## config.mk

```make
export PLATFORM = sky130hd
export DESIGN_NAME = complementary_tilt_filter_top
export DESIGN_NICKNAME = d
export VERILOG_FILES = /design/src/rtl/cta_pkg.sv /design/src/rtl/complementary_tilt_filter_top.sv /design/src/rtl/cta_mul.sv /design/src/rtl/cta_isqrt.sv /design/src/rtl/cta_cordic.sv
export SDC_FILE = /design/constraint.sdc
export NUM_CORES = 2
export LEC_CHECK = 0
export CORE_MARGIN = 5
export CORE_UTILIZATION = 28
export CTS_BUF_LIST = sky130_fd_sc_hd__clkbuf_8
export DETAILED_ROUTE_END_ITERATION = 6
export DONT_BUFFER_PORTS = 1
export MAX_ROUTING_LAYER = met4
export PLACE_DENSITY = 0.49
export RECOVER_POWER = 50
export SYNTH_ARGS = -nofsm -noshare
export SYNTH_HDL_FRONTEND = slang
export SYNTH_SLANG_ARGS = --single-unit
```

## constraint.sdc

```tcl
create_clock -name clk -period 17.4 [get_ports clk]
set_input_delay 3.48 -clock clk [delete_from_list [all_inputs] [get_ports clk]]
set_output_delay 3.48 -clock clk [all_outputs]
set_load 0.01 [all_outputs]
```

## src/rtl/cta_pkg.sv

```systemverilog
// Shared constants, widths and helper functions for the complementary tilt filter.
`default_nettype none
package cta_pkg;

  localparam int CORDIC_ITERATIONS = 16;
  localparam int ATAN_DEPTH        = 24;
  localparam int ATAN_IDX_W        = $clog2(ATAN_DEPTH);

  localparam int IN_W      = 16;
  localparam int ANGLE_W   = 17;
  localparam int ALPHA_W   = 17;
  localparam int CORDIC_W  = 28;   // CORDIC x/y datapath
  localparam int Z_W       = 26;   // CORDIC angle accumulator, 1/65536 degree
  localparam int SUMSQ_W   = 32;
  localparam int SQ_W      = 48;
  localparam int ROOT_W    = 24;
  localparam int ROOT_CNT_W = $clog2(ROOT_W);

  localparam int MUL_A_W = 33;
  localparam int MUL_B_W = 18;
  localparam int MUL_P_W = MUL_A_W + MUL_B_W;
  localparam int PRED_W  = ANGLE_W + 1;

  localparam int ANGLE_LIMIT = 46080;
  localparam int ALPHA_ONE   = 65536;
  localparam int ALPHA_RESET = 64225;
  localparam int GYRO_K      = 61521;
  localparam int Z90         = 5898240;

  // Rounded atan(2^-i) in 1/65536 degree.
  function automatic logic signed [Z_W-1:0] atan_lut(input logic [ATAN_IDX_W-1:0] idx);
    logic signed [Z_W-1:0] v;
    case (idx)
      5'd0:  v = Z_W'(2949120);
      5'd1:  v = Z_W'(1740967);
      5'd2:  v = Z_W'(919879);
      5'd3:  v = Z_W'(466945);
      5'd4:  v = Z_W'(234378);
      5'd5:  v = Z_W'(117304);
      5'd6:  v = Z_W'(58666);
      5'd7:  v = Z_W'(29335);
      5'd8:  v = Z_W'(14668);
      5'd9:  v = Z_W'(7334);
      5'd10: v = Z_W'(3667);
      5'd11: v = Z_W'(1834);
      5'd12: v = Z_W'(917);
      5'd13: v = Z_W'(458);
      5'd14: v = Z_W'(229);
      5'd15: v = Z_W'(115);
      5'd16: v = Z_W'(57);
      5'd17: v = Z_W'(29);
      5'd18: v = Z_W'(14);
      5'd19: v = Z_W'(7);
      5'd20: v = Z_W'(4);
      5'd21: v = Z_W'(2);
      5'd22: v = Z_W'(1);
      default: v = '0;
    endcase
    return v;
  endfunction

  // Clamp to +-180 degrees in 1/256 degree.
  function automatic logic signed [ANGLE_W-1:0] sat_angle(input logic signed [39:0] v);
    logic signed [ANGLE_W-1:0] r;
    if (v > 40'sd46080) begin
      r = ANGLE_W'(ANGLE_LIMIT);
    end else if (v < -40'sd46080) begin
      r = -ANGLE_W'(ANGLE_LIMIT);
    end else begin
      r = ANGLE_W'(v);
    end
    return r;
  endfunction

  // Round a Q16 blend sum to the angle grid and clamp.
  function automatic logic signed [ANGLE_W-1:0] blend_round(
      input logic signed [MUL_P_W-1:0] s);
    logic signed [MUL_P_W-1:0] r;
    r = s + MUL_P_W'(32768);
    return sat_angle(40'(signed'(r[MUL_P_W-1:16])));
  endfunction

endpackage
`default_nettype wire

```

## src/rtl/complementary_tilt_filter_top.sv

```systemverilog
// Complementary roll/pitch tilt filter: sequencer, state and blend around shared units.
//
// One IMU sample is taken per request when in_stall is low. The accelerometer roll
// angle comes from a CORDIC pass that runs beside a 24-step square root of
// 65536*(y^2+z^2); the pitch CORDIC pass reuses the same unit once the root is ready.
// A single 33x18 multiplier does the squares, both gyro increments and the alpha blend.
// An item passes from accept to result through the squares, the gyro products and
// the wait on the 24-step root, the pitch pass (which gives zero without iterating
// when both pitch operands are zero), the blend and the output load. A new request
// is taken only once the sequencer is back in idle after the output load, so a
// sample is not accepted while the last one is in progress. The root unit and the
// serial pitch pass set the time per sample. The result sits in its own register,
// so the next sample is taken while it waits on out_stall. Writes to alpha_gain
// (Q0.16, values above 65536 act as 1.0) belong between items.
`default_nettype none
module complementary_tilt_filter_top (
  input  logic                                 clk,
  input  logic                                 rst,
  input  logic                                 cfg_wr_en,
  input  logic [cta_pkg::ALPHA_W-1:0]          cfg_wr_data,
  input  logic                                 in_valid,
  output logic                                 in_stall,
  input  logic signed [cta_pkg::IN_W-1:0]      accel_x,
  input  logic signed [cta_pkg::IN_W-1:0]      accel_y,
  input  logic signed [cta_pkg::IN_W-1:0]      accel_z,
  input  logic signed [cta_pkg::IN_W-1:0]      gyro_x,
  input  logic signed [cta_pkg::IN_W-1:0]      gyro_y,
  input  logic [cta_pkg::IN_W-1:0]             dt_us,
  output logic                                 out_valid,
  input  logic                                 out_stall,
  output logic signed [cta_pkg::ANGLE_W-1:0]   roll_out,
  output logic signed [cta_pkg::ANGLE_W-1:0]   pitch_out
);

  typedef enum logic [6:0] {
    ST_IDLE  = 7'b0000001,
    ST_SQR   = 7'b0000010,
    ST_GYRO  = 7'b0000100,
    ST_WAIT  = 7'b0001000,
    ST_PITCH = 7'b0010000,
    ST_BLEND = 7'b0100000,
    ST_OUT   = 7'b1000000
  } state_t;

  state_t state;
  logic [2:0] step;

  logic [cta_pkg::ALPHA_W-1:0] alpha_gain;
  logic [cta_pkg::ALPHA_W-1:0] alpha_c;
  logic [cta_pkg::ALPHA_W-1:0] alpha_inv;

  logic signed [cta_pkg::IN_W-1:0] ax;
  logic signed [cta_pkg::IN_W-1:0] ay;
  logic signed [cta_pkg::IN_W-1:0] az;
  logic signed [cta_pkg::IN_W-1:0] gx;
  logic signed [cta_pkg::IN_W-1:0] gy;
  logic [cta_pkg::IN_W-1:0]        dt;

  logic signed [cta_pkg::ANGLE_W-1:0] roll_angle;
  logic signed [cta_pkg::ANGLE_W-1:0] pitch_angle;
  logic signed [cta_pkg::ANGLE_W-1:0] accel_roll;
  logic signed [cta_pkg::PRED_W-1:0]  pred_roll;
  logic signed [cta_pkg::PRED_W-1:0]  pred_pitch;
  logic [cta_pkg::SUMSQ_W-1:0]        sumsq;
  logic signed [cta_pkg::MUL_P_W-1:0] blend_sum;

  logic signed [cta_pkg::MUL_A_W-1:0] mul_a;
  logic signed [cta_pkg::MUL_B_W-1:0] mul_b;
  logic signed [cta_pkg::MUL_P_W-1:0] mul_p;

  logic signed [cta_pkg::MUL_P_W-1:0] inc_sum;
  logic signed [cta_pkg::ANGLE_W-1:0] gyro_inc;
  logic signed [cta_pkg::MUL_P_W-1:0] blend_total;
  logic signed [cta_pkg::ANGLE_W-1:0] blend_angle;

  logic [cta_pkg::SUMSQ_W-1:0]         sumsq_next;
  logic                                sqrt_start;
  logic                                sqrt_busy;
  logic [cta_pkg::ROOT_W-1:0]          root;
  logic                                cordic_start;
  logic                                cordic_busy;
  logic signed [cta_pkg::CORDIC_W-1:0] cordic_yv;
  logic signed [cta_pkg::CORDIC_W-1:0] cordic_xv;
  logic signed [cta_pkg::ANGLE_W-1:0]  cordic_angle;
  logic signed [cta_pkg::CORDIC_W-1:0] ax_wide;
  logic                                units_done;
  logic                                out_load;

  assign in_stall = (state != ST_IDLE);

  // alpha above 1.0 acts as pure gyro integration
  assign alpha_c   = (alpha_gain > cta_pkg::ALPHA_W'(cta_pkg::ALPHA_ONE)) ?
                     cta_pkg::ALPHA_W'(cta_pkg::ALPHA_ONE) : alpha_gain;
  assign alpha_inv = cta_pkg::ALPHA_W'(cta_pkg::ALPHA_ONE) - alpha_c;

  assign sumsq_next = sumsq + mul_p[cta_pkg::SUMSQ_W-1:0];

  assign inc_sum  = mul_p + (cta_pkg::MUL_P_W'(1) <<< 31);
  assign gyro_inc = inc_sum[cta_pkg::ANGLE_W+31:32];

  assign blend_total = blend_sum + mul_p;
  assign blend_angle = cta_pkg::blend_round(blend_total);

  assign units_done = !sqrt_busy && !cordic_busy;
  assign out_load   = (state == ST_OUT) && (!out_valid || !out_stall);

  assign sqrt_start   = (state == ST_SQR) && (step == 3'd2);
  assign cordic_start = sqrt_start || ((state == ST_WAIT) && units_done);

  assign ax_wide = cta_pkg::CORDIC_W'(ax);

  always_comb begin
    if (state == ST_WAIT) begin
      cordic_yv = -(ax_wide <<< 8);
      cordic_xv = cta_pkg::CORDIC_W'(root);
    end else begin
      cordic_yv = cta_pkg::CORDIC_W'(ay) <<< 8;
      cordic_xv = cta_pkg::CORDIC_W'(az) <<< 8;
    end
  end

  // multiplier operand schedule
  always_comb begin
    mul_a = '0;
    mul_b = '0;
    case (state)
      ST_SQR: begin
        if (step == 3'd0) begin
          mul_a = cta_pkg::MUL_A_W'(ay);
          mul_b = cta_pkg::MUL_B_W'(ay);
        end else begin
          mul_a = cta_pkg::MUL_A_W'(az);
          mul_b = cta_pkg::MUL_B_W'(az);
        end
      end
      ST_GYRO: begin
        case (step)
          3'd0: begin
            mul_a = cta_pkg::MUL_A_W'(gx);
            mul_b = {2'b00, dt};
          end
          3'd2: begin
            mul_a = cta_pkg::MUL_A_W'(gy);
            mul_b = {2'b00, dt};
          end
          default: begin
            mul_a = mul_p[cta_pkg::MUL_A_W-1:0];
            mul_b = cta_pkg::MUL_B_W'(cta_pkg::GYRO_K);
          end
        endcase
      end
      ST_BLEND: begin
        case (step)
          3'd0: begin
            mul_a = cta_pkg::MUL_A_W'(pred_roll);
            mul_b = {1'b0, alpha_c};
          end
          3'd1: begin
            mul_a = cta_pkg::MUL_A_W'(accel_roll);
            mul_b = {1'b0, alpha_inv};
          end
          3'd2: begin
            mul_a = cta_pkg::MUL_A_W'(pred_pitch);
            mul_b = {1'b0, alpha_c};
          end
          default: begin
            mul_a = cta_pkg::MUL_A_W'(cordic_angle);
            mul_b = {1'b0, alpha_inv};
          end
        endcase
      end
      default: ;
    endcase
  end

  cta_mul u_mul (
    .clk (clk),
    .a   (mul_a),
    .b   (mul_b),
    .p   (mul_p)
  );

  cta_isqrt u_isqrt (
    .clk   (clk),
    .rst   (rst),
    .start (sqrt_start),
    .n     ({sumsq_next, 16'b0}),
    .busy  (sqrt_busy),
    .root  (root)
  );

  cta_cordic u_cordic (
    .clk   (clk),
    .rst   (rst),
    .start (cordic_start),
    .yv    (cordic_yv),
    .xv    (cordic_xv),
    .busy  (cordic_busy),
    .angle (cordic_angle)
  );

  always_ff @(posedge clk) begin
    if (rst) begin
      alpha_gain <= cta_pkg::ALPHA_W'(cta_pkg::ALPHA_RESET);
    end else if (cfg_wr_en) begin
      alpha_gain <= cfg_wr_data;
    end
  end

  // hold the result until the receiver takes it
  always_ff @(posedge clk) begin
    if (rst) begin
      out_valid <= 1'b0;
    end else if (out_load) begin
      out_valid <= 1'b1;
    end else if (!out_stall) begin
      out_valid <= 1'b0;
    end
  end

  // sequencer and filter state
  always_ff @(posedge clk) begin
    if (rst) begin
      state       <= ST_IDLE;
      step        <= '0;
      roll_angle  <= '0;
      pitch_angle <= '0;
    end else begin
      case (state)
        ST_IDLE: begin
          step <= '0;
          if (in_valid) begin
            state <= ST_SQR;
          end
        end
        ST_SQR: begin
          if (step == 3'd2) begin
            step  <= '0;
            state <= ST_GYRO;
          end else begin
            step <= step + 1'b1;
          end
        end
        ST_GYRO: begin
          if (step == 3'd4) begin
            step  <= '0;
            state <= ST_WAIT;
          end else begin
            step <= step + 1'b1;
          end
        end
        ST_WAIT: begin
          if (units_done) begin
            state <= ST_PITCH;
          end
        end
        ST_PITCH: begin
          if (!cordic_busy) begin
            step  <= '0;
            state <= ST_BLEND;
          end
        end
        ST_BLEND: begin
          if (step == 3'd2) begin
            roll_angle <= blend_angle;
          end
          if (step == 3'd4) begin
            pitch_angle <= blend_angle;
            step        <= '0;
            state       <= ST_OUT;
          end else begin
            step <= step + 1'b1;
          end
        end
        ST_OUT: begin
          if (out_load) begin
            state <= ST_IDLE;
          end
        end
        default: begin
          state <= ST_IDLE;
        end
      endcase
    end
  end

  // datapath holding registers
  always_ff @(posedge clk) begin
    if ((state == ST_IDLE) && in_valid) begin
      ax <= accel_x;
      ay <= accel_y;
      az <= accel_z;
      gx <= gyro_x;
      gy <= gyro_y;
      dt <= dt_us;
    end
    if ((state == ST_SQR) && (step == 3'd1)) begin
      sumsq <= mul_p[cta_pkg::SUMSQ_W-1:0];
    end
    if ((state == ST_GYRO) && (step == 3'd2)) begin
      pred_roll <= cta_pkg::PRED_W'(roll_angle) + cta_pkg::PRED_W'(gyro_inc);
    end
    if ((state == ST_GYRO) && (step == 3'd4)) begin
      pred_pitch <= cta_pkg::PRED_W'(pitch_angle) + cta_pkg::PRED_W'(gyro_inc);
    end
    if ((state == ST_WAIT) && units_done) begin
      accel_roll <= cordic_angle;
    end
    if ((state == ST_BLEND) && ((step == 3'd1) || (step == 3'd3))) begin
      blend_sum <= mul_p;
    end
    if (out_load) begin
      roll_out  <= roll_angle;
      pitch_out <= pitch_angle;
    end
  end

  a_out_from_seq: assert property (@(posedge clk) disable iff (rst)
    $rose(out_valid) |-> $past(state == ST_OUT))
    else $error("result raised outside the output load state");

  a_units_idle: assert property (@(posedge clk) disable iff (rst)
    (sqrt_busy || cordic_busy) |->
      (state == ST_GYRO || state == ST_WAIT || state == ST_PITCH))
    else $error("shared unit busy outside its sequencer window");

  a_roll_range: assert property (@(posedge clk) disable iff (rst)
    (state == ST_OUT) |->
      (roll_angle <= 17'sd46080 && roll_angle >= -17'sd46080 &&
       pitch_angle <= 17'sd46080 && pitch_angle >= -17'sd46080))
    else $error("stored angle beyond 180 degrees");

endmodule
`default_nettype wire

```

## src/rtl/cta_mul.sv

```systemverilog
// Shared signed multiplier with a registered product.
`default_nettype none
module cta_mul (
  input  logic                                 clk,
  input  logic signed [cta_pkg::MUL_A_W-1:0]   a,
  input  logic signed [cta_pkg::MUL_B_W-1:0]   b,
  output logic signed [cta_pkg::MUL_P_W-1:0]   p
);

  always_ff @(posedge clk) begin
    p <= cta_pkg::MUL_P_W'(a) * cta_pkg::MUL_P_W'(b);
  end

endmodule
`default_nettype wire

```

## src/rtl/cta_isqrt.sv

```systemverilog
// Iterative integer square root, one result bit per cycle.
`default_nettype none
module cta_isqrt (
  input  logic                            clk,
  input  logic                            rst,
  input  logic                            start,
  input  logic [cta_pkg::SQ_W-1:0]        n,
  output logic                            busy,
  output logic [cta_pkg::ROOT_W-1:0]      root
);

  logic [cta_pkg::SQ_W-1:0]       rem;
  logic [cta_pkg::SQ_W-1:0]       res;
  logic [cta_pkg::SQ_W-1:0]       bitpos;
  logic [cta_pkg::ROOT_CNT_W-1:0] cnt;
  logic [cta_pkg::SQ_W-1:0]       trial;
  logic                           last;

  assign trial = res + bitpos;
  assign last  = (cnt == cta_pkg::ROOT_CNT_W'(cta_pkg::ROOT_W - 1));
  assign root  = res[cta_pkg::ROOT_W-1:0];

  always_ff @(posedge clk) begin
    if (rst) begin
      busy <= 1'b0;
    end else if (start) begin
      busy <= 1'b1;
    end else if (busy && last) begin
      busy <= 1'b0;
    end
  end

  always_ff @(posedge clk) begin
    if (start) begin
      rem    <= n;
      res    <= '0;
      bitpos <= cta_pkg::SQ_W'(1) << (cta_pkg::SQ_W - 2);
      cnt    <= '0;
    end else if (busy) begin
      if (rem >= trial) begin
        rem <= rem - trial;
        res <= (res >> 1) + bitpos;
      end else begin
        res <= res >> 1;
      end
      bitpos <= bitpos >> 2;
      cnt    <= cnt + 1'b1;
    end
  end

endmodule
`default_nettype wire

```

## src/rtl/cta_cordic.sv

```systemverilog
// Iterative vectoring CORDIC giving atan2(y, x) in 1/256 degree.
`default_nettype none
module cta_cordic (
  input  logic                                  clk,
  input  logic                                  rst,
  input  logic                                  start,
  input  logic signed [cta_pkg::CORDIC_W-1:0]   yv,
  input  logic signed [cta_pkg::CORDIC_W-1:0]   xv,
  output logic                                  busy,
  output logic signed [cta_pkg::ANGLE_W-1:0]    angle
);

  logic signed [cta_pkg::CORDIC_W-1:0] x;
  logic signed [cta_pkg::CORDIC_W-1:0] y;
  logic signed [cta_pkg::Z_W-1:0]      z;
  logic [cta_pkg::ATAN_IDX_W-1:0]      idx;

  logic signed [cta_pkg::CORDIC_W-1:0] dx;
  logic signed [cta_pkg::CORDIC_W-1:0] dy;
  logic signed [cta_pkg::CORDIC_W-1:0] x_next;
  logic signed [cta_pkg::CORDIC_W-1:0] y_next;
  logic signed [cta_pkg::Z_W-1:0]      z_next;
  logic signed [cta_pkg::Z_W-1:0]      z_rnd;
  logic signed [cta_pkg::Z_W-1:0]      atan_step;
  logic                                last;
  logic                                zero_in;

  assign dx        = y >>> idx;
  assign dy        = x >>> idx;
  assign atan_step = cta_pkg::atan_lut(idx);
  assign last      = (idx == cta_pkg::ATAN_IDX_W'(cta_pkg::CORDIC_ITERATIONS - 1));
  assign zero_in   = (xv == '0) && (yv == '0);

  always_comb begin
    if (y > 0) begin
      x_next = x + dx;
      y_next = y - dy;
      z_next = z + atan_step;
    end else begin
      x_next = x - dx;
      y_next = y + dy;
      z_next = z - atan_step;
    end
  end

  assign z_rnd = z_next + cta_pkg::Z_W'(128);

  always_ff @(posedge clk) begin
    if (rst) begin
      busy <= 1'b0;
    end else if (start) begin
      busy <= !zero_in;
    end else if (busy && last) begin
      busy <= 1'b0;
    end
  end

  always_ff @(posedge clk) begin
    if (start) begin
      idx <= '0;
      if (zero_in) begin
        angle <= '0;
      end
      // pre-rotate left half plane vectors by a quarter turn
      if (xv < 0) begin
        if (yv >= 0) begin
          x <= yv;
          y <= -xv;
          z <= cta_pkg::Z_W'(cta_pkg::Z90);
        end else begin
          x <= -yv;
          y <= xv;
          z <= -cta_pkg::Z_W'(cta_pkg::Z90);
        end
      end else begin
        x <= xv;
        y <= yv;
        z <= '0;
      end
    end else if (busy) begin
      x   <= x_next;
      y   <= y_next;
      z   <= z_next;
      idx <= idx + 1'b1;
      if (last) begin
        angle <= cta_pkg::sat_angle(40'(signed'(z_rnd[cta_pkg::Z_W-1:8])));
      end
    end
  end

endmodule
`default_nettype wire

```

Word level (Yosys, flattened, before mapping):

Memory sizes are Yosys's and may differ from the RTL's. A register that Yosys moved wholly into a read port is not among the register bits.
Index checks and enable logic that the tools add are counted.

* multiplexer cells: 58
* $lt $le $gt $ge: 9
* $add $sub $neg: 23
* multipliers: 1
* equality and inequality tests: 23
* shift-type cells: 2
* reduce and logical (&&, ||, !) cells: 39

Operators with widths (count)
* $mux 28: 12
* $pmux 33 s3: 2
* $mux 48: 4
* $mux 17: 10
* $mux 26: 5
* $pmux 33 s2: 1
* $add 28x28->28: 2
* $logic_not 28->1: 2
* $neg 28->28: 2
* $sshr 28x5->28: 2
* $sub 28x28->28: 2
* $pmux 18 s3: 1
* $add 51x17->51 const B: 1
* $add 51x51->51: 1
* $mul 33x18->51: 1
* $add 49x33->49 const B: 1
* $mux 7: 7
* $pmux 7 s7: 1
* $add 47x47->48: 1
* $add 48x47->48: 1
* $ge 48x48->1: 1
* $sub 48x48->48: 1
* $add 17x17->18: 2
* $gt 35x17->1 const B: 1
* other kinds (47): 91

* memories kept: 1
* logic and storage cells: 188
* flip-flop bits (word level): 610
* ROM bits: 704

Memory list
* (no name shown): words 32, bits a word 22, rd ports 1, clocked after memory_dff 1, wr ports 0, RTL line cta_pkg.sv:33 `case (idx)`

Longest topological paths before layout:

* depth after elaboration: 9
* mapped depth: 40
* depth with buffers taken out: 39

Modules after synthesis:

From an unflattened synthesis, not the netlist that was laid out.

* cell total of the unflattened synthesis: 7596
* area, all modules: 68518.2 um^2

Modules (own cells, without submodules)
* cta_mul: times used 1, area each 21491.9 um^2, cells an instance 2386
* complementary_tilt_filter_top: times used 1, area each 19796.5 um^2, cells an instance 1934
* cta_cordic: times used 1, area each 16047.9 um^2, cells an instance 1923
* cta_isqrt: times used 1, area each 11182.0 um^2, cells an instance 1353

Worst setup path before layout:

Ideal clock, no wire load.

* kind: flip-flop to flip-flop
* start point: reg alpha_gain[10] (netlist name)
* end point: reg u_mul.p[50] (netlist name)
* buffers on the path: 1
* stages on the path, launching flop included: 38
* setup time: 0.072 ns
* slack: 8.538 ns
* arrival time: 8.790 ns
* cells stage by stage: dfxtp_1 -> nor2_1 -> nand2_1 -> or3_1 -> o41ai_1 -> o21ai_0 -> nand2_1 -> nor3_1 -> o21ai_0 -> o21ai_0 -> a21oi_1 -> nor2_1 -> a211oi_1 -> clkbuf_1 -> nor2_1 -> fa_1 -> inv_1 -> fa_1 -> (+2 left out) -> fa_1 -> fa_1 -> inv_1 -> fa_1 -> inv_1 -> ha_1 -> and3_1 -> a311o_1 -> a21o_1 -> a41oi_1 -> o21ai_0 -> a41oi_1 -> a21oi_1 -> a41oi_1 -> o21ai_0 -> a21o_1 -> a21oi_1 -> xnor2_1

* word-level cells in the longest chain between the ends: 6

RTL lines
* start: declaration: RTL line complementary_tilt_filter_top.sv:48 `logic [cta_pkg::ALPHA_W-1:0] alpha_gain;`
* start signal: assignment: RTL line complementary_tilt_filter_top.sv:204 `alpha_gain <= cta_pkg::ALPHA_W'(cta_pkg::ALPHA_RESET);`
* start signal: assignment: RTL line complementary_tilt_filter_top.sv:206 `alpha_gain <= cfg_wr_data;`
* $gt 17x17->1: RTL line complementary_tilt_filter_top.sv:92 `assign alpha_c = (alpha_gain > cta_pkg::ALPHA_W'(cta_pkg::ALPHA_ONE)) ?`
* $mux 17 (*): RTL line complementary_tilt_filter_top.sv:92
* $sub 17x17->17: RTL line complementary_tilt_filter_top.sv:94 `assign alpha_inv = cta_pkg::ALPHA_W'(cta_pkg::ALPHA_ONE) - alpha_c;`
* $mux 17 (*): RTL line complementary_tilt_filter_top.sv:153 `case (step)`
* $pmux 18 s3 (*): RTL line complementary_tilt_filter_top.sv:126 `case (state)`
* $mul 33x18->51 (*): RTL line cta_mul.sv:11 `p <= cta_pkg::MUL_P_W'(a) * cta_pkg::MUL_P_W'(b);`
* end signal: assignment: RTL line cta_mul.sv:11
* end: declaration: RTL line cta_mul.sv:7 `output logic signed [cta_pkg::MUL_P_W-1:0] p`

Mark *: on every way between the ends. The rest lies on a longest branch, timed or not.
A chain may end at the register's enable or synchronous reset.

Final worst setup path:

* start point: reg step[0]
* end point: reg u_mul.p[50] (netlist name)

* word-level cells in the longest chain between the ends: 5
* elaborated cells between the ends (all ways): 13
* classes of those cells: 1 x mul; 2 x eq/ne; 8 x mux; 2 x reduce/logical

RTL lines
* start: declaration: RTL line complementary_tilt_filter_top.sv:46 `logic [2:0] step;`
* start signal: assignment: RTL line complementary_tilt_filter_top.sv:241 `step <= step + 1'b1;`
* start signal: assignment: RTL line complementary_tilt_filter_top.sv:249 `step <= step + 1'b1;`
* start signal: assignment: RTL line complementary_tilt_filter_top.sv:272 `step <= step + 1'b1;`
* $eq 3x2->1 / $logic_not 3->1 (equally long branches): RTL line complementary_tilt_filter_top.sv:137, complementary_tilt_filter_top.sv:153, complementary_tilt_filter_top.sv:128
* $reduce_or 2->1 (no line)
* $mux 17 / $mux 16 (equally long branches): RTL line complementary_tilt_filter_top.sv:153, complementary_tilt_filter_top.sv:137
* $pmux 18 s3: RTL line complementary_tilt_filter_top.sv:126
* $mul 33x18->51 (*): RTL line cta_mul.sv:11

Marks and branches as above.

==> load_flow_metrics.sql <==
INSERT INTO impl_metrics (metric_group, metric, value, unit) VALUES
('status', 'failed_checks', 'max-capacitance violations, max-slew violations', ''),
('routing', 'ant_nets', '0', ''),
('floorplanning', 'design.core.area', '235000', 'um^2'),
('clock_network', 'htreeDepth', '3', ''),
('floorplanning', 'std_cell_rows', '178', ''),
('timing', 'clock_skew', '77.0', 'ps'),
('clock_network', 'insertion_delay_to_the_later_sink_of_the_worst_skew_pair', '910', 'ps'),
('logic_synthesis', 'synth_simple_gate_area_share', '0.152', ''),
('clock_network', 'tritoncts.num_buffers', '120', ''),
('routing', 'drt-total-wl', '234000', 'um'),
('floorplanning', 'dieArea', '245000', 'um^2'),
('logic_synthesis', 'netlist-cell-type-count', '98', ''),
('power_and_ir_drop', 'power.share.sequential', '0.440', ''),
('floorplanning', 'initial_core_util', '0.281', ''),
('logic_synthesis', 'synth_top_family_by_area', 'adder cells', ''),
('placement', 'hpwlAfterDp', '187000', 'um'),
('final_layout', 'area_growth', '9.47', '%'),
('global_routing', 'gr-total-overflow', '0', ''),
('logic_synthesis', 'synthesis.area', '65800', 'um^2'),
('final_layout', 'finalNonFillerCells', '10500', ''),
('worst_setup_path', 'destination_of_the_critical_timing_path', 'u_mul.p[50]', ''),
('clock_network', 'cts_max_path_buffers', '3', ''),
('placement', 'io_buffer_count', '0', ''),
('clock_network', 'tritoncts', 'done', ''),
('run', 'drv.max_cap_violation_count', '13', ''),
('timing', 'period_minus_slack', '11510', 'ps'),
('worst_setup_path', 'worstPathArrival', '12300', 'ps'),
('routing', 'detail_route.wl_per_cell', '22.3', 'um'),
('floorplanning', 'die_x', '495', 'um'),
('worst_setup_path', 'path_max_fanout', '41', ''),
('clock_network', 'cts.repair_timing.setup_buffer_count', '0', ''),
('worst_setup_path', 'timing.rr.start', 'step[0]', ''),
('logic_synthesis', 'synth-edff-count', '397', ''),
('final_layout', 'final_cell_mix', 'inv_1 (896), nand2_1 (787), nor2_1 (684)', ''),
('hold_path', 'worstHoldStart', 'u_mul.p[49]', ''),
('clock_network', 'clk_root_buffer_cell', 'clkbuf_8', ''),
('logic_synthesis', 'synthArstFlopShare', '0', ''),
('logic_synthesis', 'synth_ff_type', 'edfxtp_1', ''),
('logic_synthesis', 'yosys_register_bits', '632', ''),
('logic_synthesis', 'syn_avg_cell_area', '9.01', 'um^2'),
('final_layout', 'post_route_cells_drive_above_1_share', '0.0635', ''),
('final_layout', 'finalNetCount', '8408', ''),
('status', 'outcome', 'finished with violations', ''),
('clock_network', 'cts.sinks', '632', ''),
('timing', 'fmax', '0.0869', 'GHz'),
('routing', 'num_vias', '53937', ''),
('power_and_ir_drop', 'switchingPower', '0.00116', 'W'),
('timing', 'pins_over_slew_limit', '482', ''),
('worst_setup_path', 'critical_path.slowest_cell', 'clkbuf_1', ''),
('routing', 'drt_drc_violations_left', '0', ''),
('logic_synthesis', 'seq_total_area_yosys', '0.253', ''),
('worst_setup_path', 'maximum_cell_stage_delay_along_the_critical_path', '1490', 'ps'),
('worst_setup_path', 'cp.required', '18190', 'ps'),
('logic_synthesis', 'synth_compound_gate_area_share', '0.155', ''),
('timing', 'finalCritPeriodShare', '0.661', ''),
('logic_synthesis', 'synth_adder_area_share', '0.267', ''),
('worst_setup_path', 'worst-setup-path-type', 'reg2reg', ''),
('routing', 'initialDrtViolationCount', '4096', ''),
('logic_synthesis', 'synth-xor-area-share', '0.0615', ''),
('global_routing', 'groute.usage.overall', '0.193', ''),
('logic_synthesis', 'multiplexer_area_fraction_after_synthesis', '0.0427', ''),
('clock_network', 'count_of_hold_buffers_inserted_by_post_cts_repair', '0', ''),
('worst_setup_path', 'reg2reg_to', 'u_mul.p[50]', ''),
('logic_synthesis', 'netlist_instances', '7304', ''),
('worst_setup_path', 'reg_to_reg_slack_setup', '5890', 'ps'),
('timing', 'tns', '0', 'ps'),
('clock_network', 'cts-resized-gates', '0', ''),
('final_layout', 'final.fill_count', '24606', ''),
('power_and_ir_drop', 'internal_power_component', '0.00269', 'W'),
('floorplanning', 'dieHeight', '495', 'um'),
('power_and_ir_drop', 'comb_power_share', '0.144', '');
[stage by stage]
step | hold WS (ps) | util | instance area, um^2 | power, W
finish | 447 | 0.307 | 72000 | 0.00385
detailed placement | 438 | 0.297 | 69600 | 0.00228
CTS | 457 | 0.308 | 72100 | 0.00392
global placement | 444 | 0.297 | 69600 | 0.00227
global route | 472 | 0.307 | 72000 | 0.00403
floorplan | 412 | - | 65800 | 0.00208
[flip-flops by register name, summed over array words and instances (netlist names), 18 cells and up]
| signal | count |
|---|---|
| sumsq | 32 |
| pred_pitch | 18 |
| u_mul.p | 51 |
| u_isqrt.rem | 48 |
| u_cordic.z | 26 |
| u_isqrt.bitpos | 24 |
| blend_sum | 51 |
| u_cordic.atan_step | 22 |
| u_isqrt.res | 48 |
| u_cordic.x | 28 |
| pred_roll | 18 |
| u_cordic.y | 28 |
[layer usage]
| metal | share of wire | global-route usage | vias up |
|---|---|---|---|
| li1 | - | - | 24997 |
| met3 | 0.055 | 0.0268 | 424 |
| met4 | 0.058 | 0.0920 | 0 |
| met2 | 0.47 | 0.311 | 1673 |
| met5 | 0 | - | - |
| met1 | 0.42 | 0.240 | 26843 |
[power by group through the flow]
stage,Clock (W),Combinational (W),Sequential [W]
5_1_grt,0.00172,0.000611,0.00170
2_1_floorplan,0,0.000395,0.00168
3_3_place_gp,0,0.000548,0.00173
3_5_place_dp,0,0.000551,0.00173
4_1_cts,0.00167,0.000556,0.00169
6_report,0.00160,0.000556,0.00169
[cells in the mapped netlist, types with 40 or more instances]
master,number,area share
edfxtp_1,397,0.18
nand4_1,45,0.0043
a221oi_1,40,0.0053
o21ai_0,320,0.024
o31ai_1,45,0.0051
o21bai_1,62,0.0071
a21o_1,121,0.014
xor2_1,184,0.024
o21a_1,68,0.0078
or3_1,50,0.0048
a21oi_1,431,0.033
nor2b_1,71,0.0068
xnor2_1,276,0.037
a211oi_1,94,0.011
fa_1,576,0.18
nand2_1,787,0.045
mux2i_1,97,0.015
mux4_2,70,0.024
inv_1,868,0.050
and2_1,71,0.0068
o211ai_1,42,0.0048
ha_1,484,0.092
a31oi_1,65,0.0062
and3_1,51,0.0048
nor2_1,687,0.039
nand2b_1,56,0.0053
nor3_1,124,0.0094
dfxtp_1,235,0.072
nand3_1,110,0.0084
clkbuf_1,277,0.016
[critical path, delay by kind of cell (launching register included)]
family / cells / cell delay, ps
fa+ha+maj: 8 / 3490
compound gates: 15 / 3370
buf+inv: 10 / 3000
simple gates: 4 / 1000
flops: 1 / 390
xor+xnor: 1 / 130
[how the worst min path moves through the flow]
| stage | endpoint | slack (ps) | cells past startpoint |
|---|---|---|---|
| 6_report | blend_sum[49] | 450 | 0 |
| 2_1_floorplan | blend_sum[49] | 410 | 0 |
| 4_1_cts | blend_sum[49] | 460 | 0 |
| 5_1_grt | blend_sum[49] | 470 | 0 |
| 3_3_place_gp | u_isqrt.rem[4] | 440 | 2 |
| 3_5_place_dp | accel_roll[10] | 440 | 0 |
[final cells by class]
class	instances	area [um^2]	share of cell area
Inverter	869	3260	0.0453
Multi-Input combinational cell	5500	44900	0.623
Antenna cell	14	35.0	0.000486
Timing Repair Buffer	107	694	0.00964
Clock inverter	93	708	0.00983
Sequential cell	632	16600	0.231
Clock buffer	135	1860	0.0258
Tap cell	3150	3940	0.0547
[cells by family (layout without fill, tap and decap cells)]
| kind of cell | Yosys count | count (layout) |
|---|---|---|
| xor gates and xnor gates | 461 | 461 |
| muxes | 190 | 190 |
| other | 2 | 31 |
| adders and majority gates | 1060 | 1060 |
| buffers and inverters | 1187 | 1204 |
| DFF | 632 | 632 |
| and+or+nand+nor | 2206 | 2206 |
| AOI/OAI and AO/OA | 1566 | 1566 |
(Power assumes the default switching activity.)
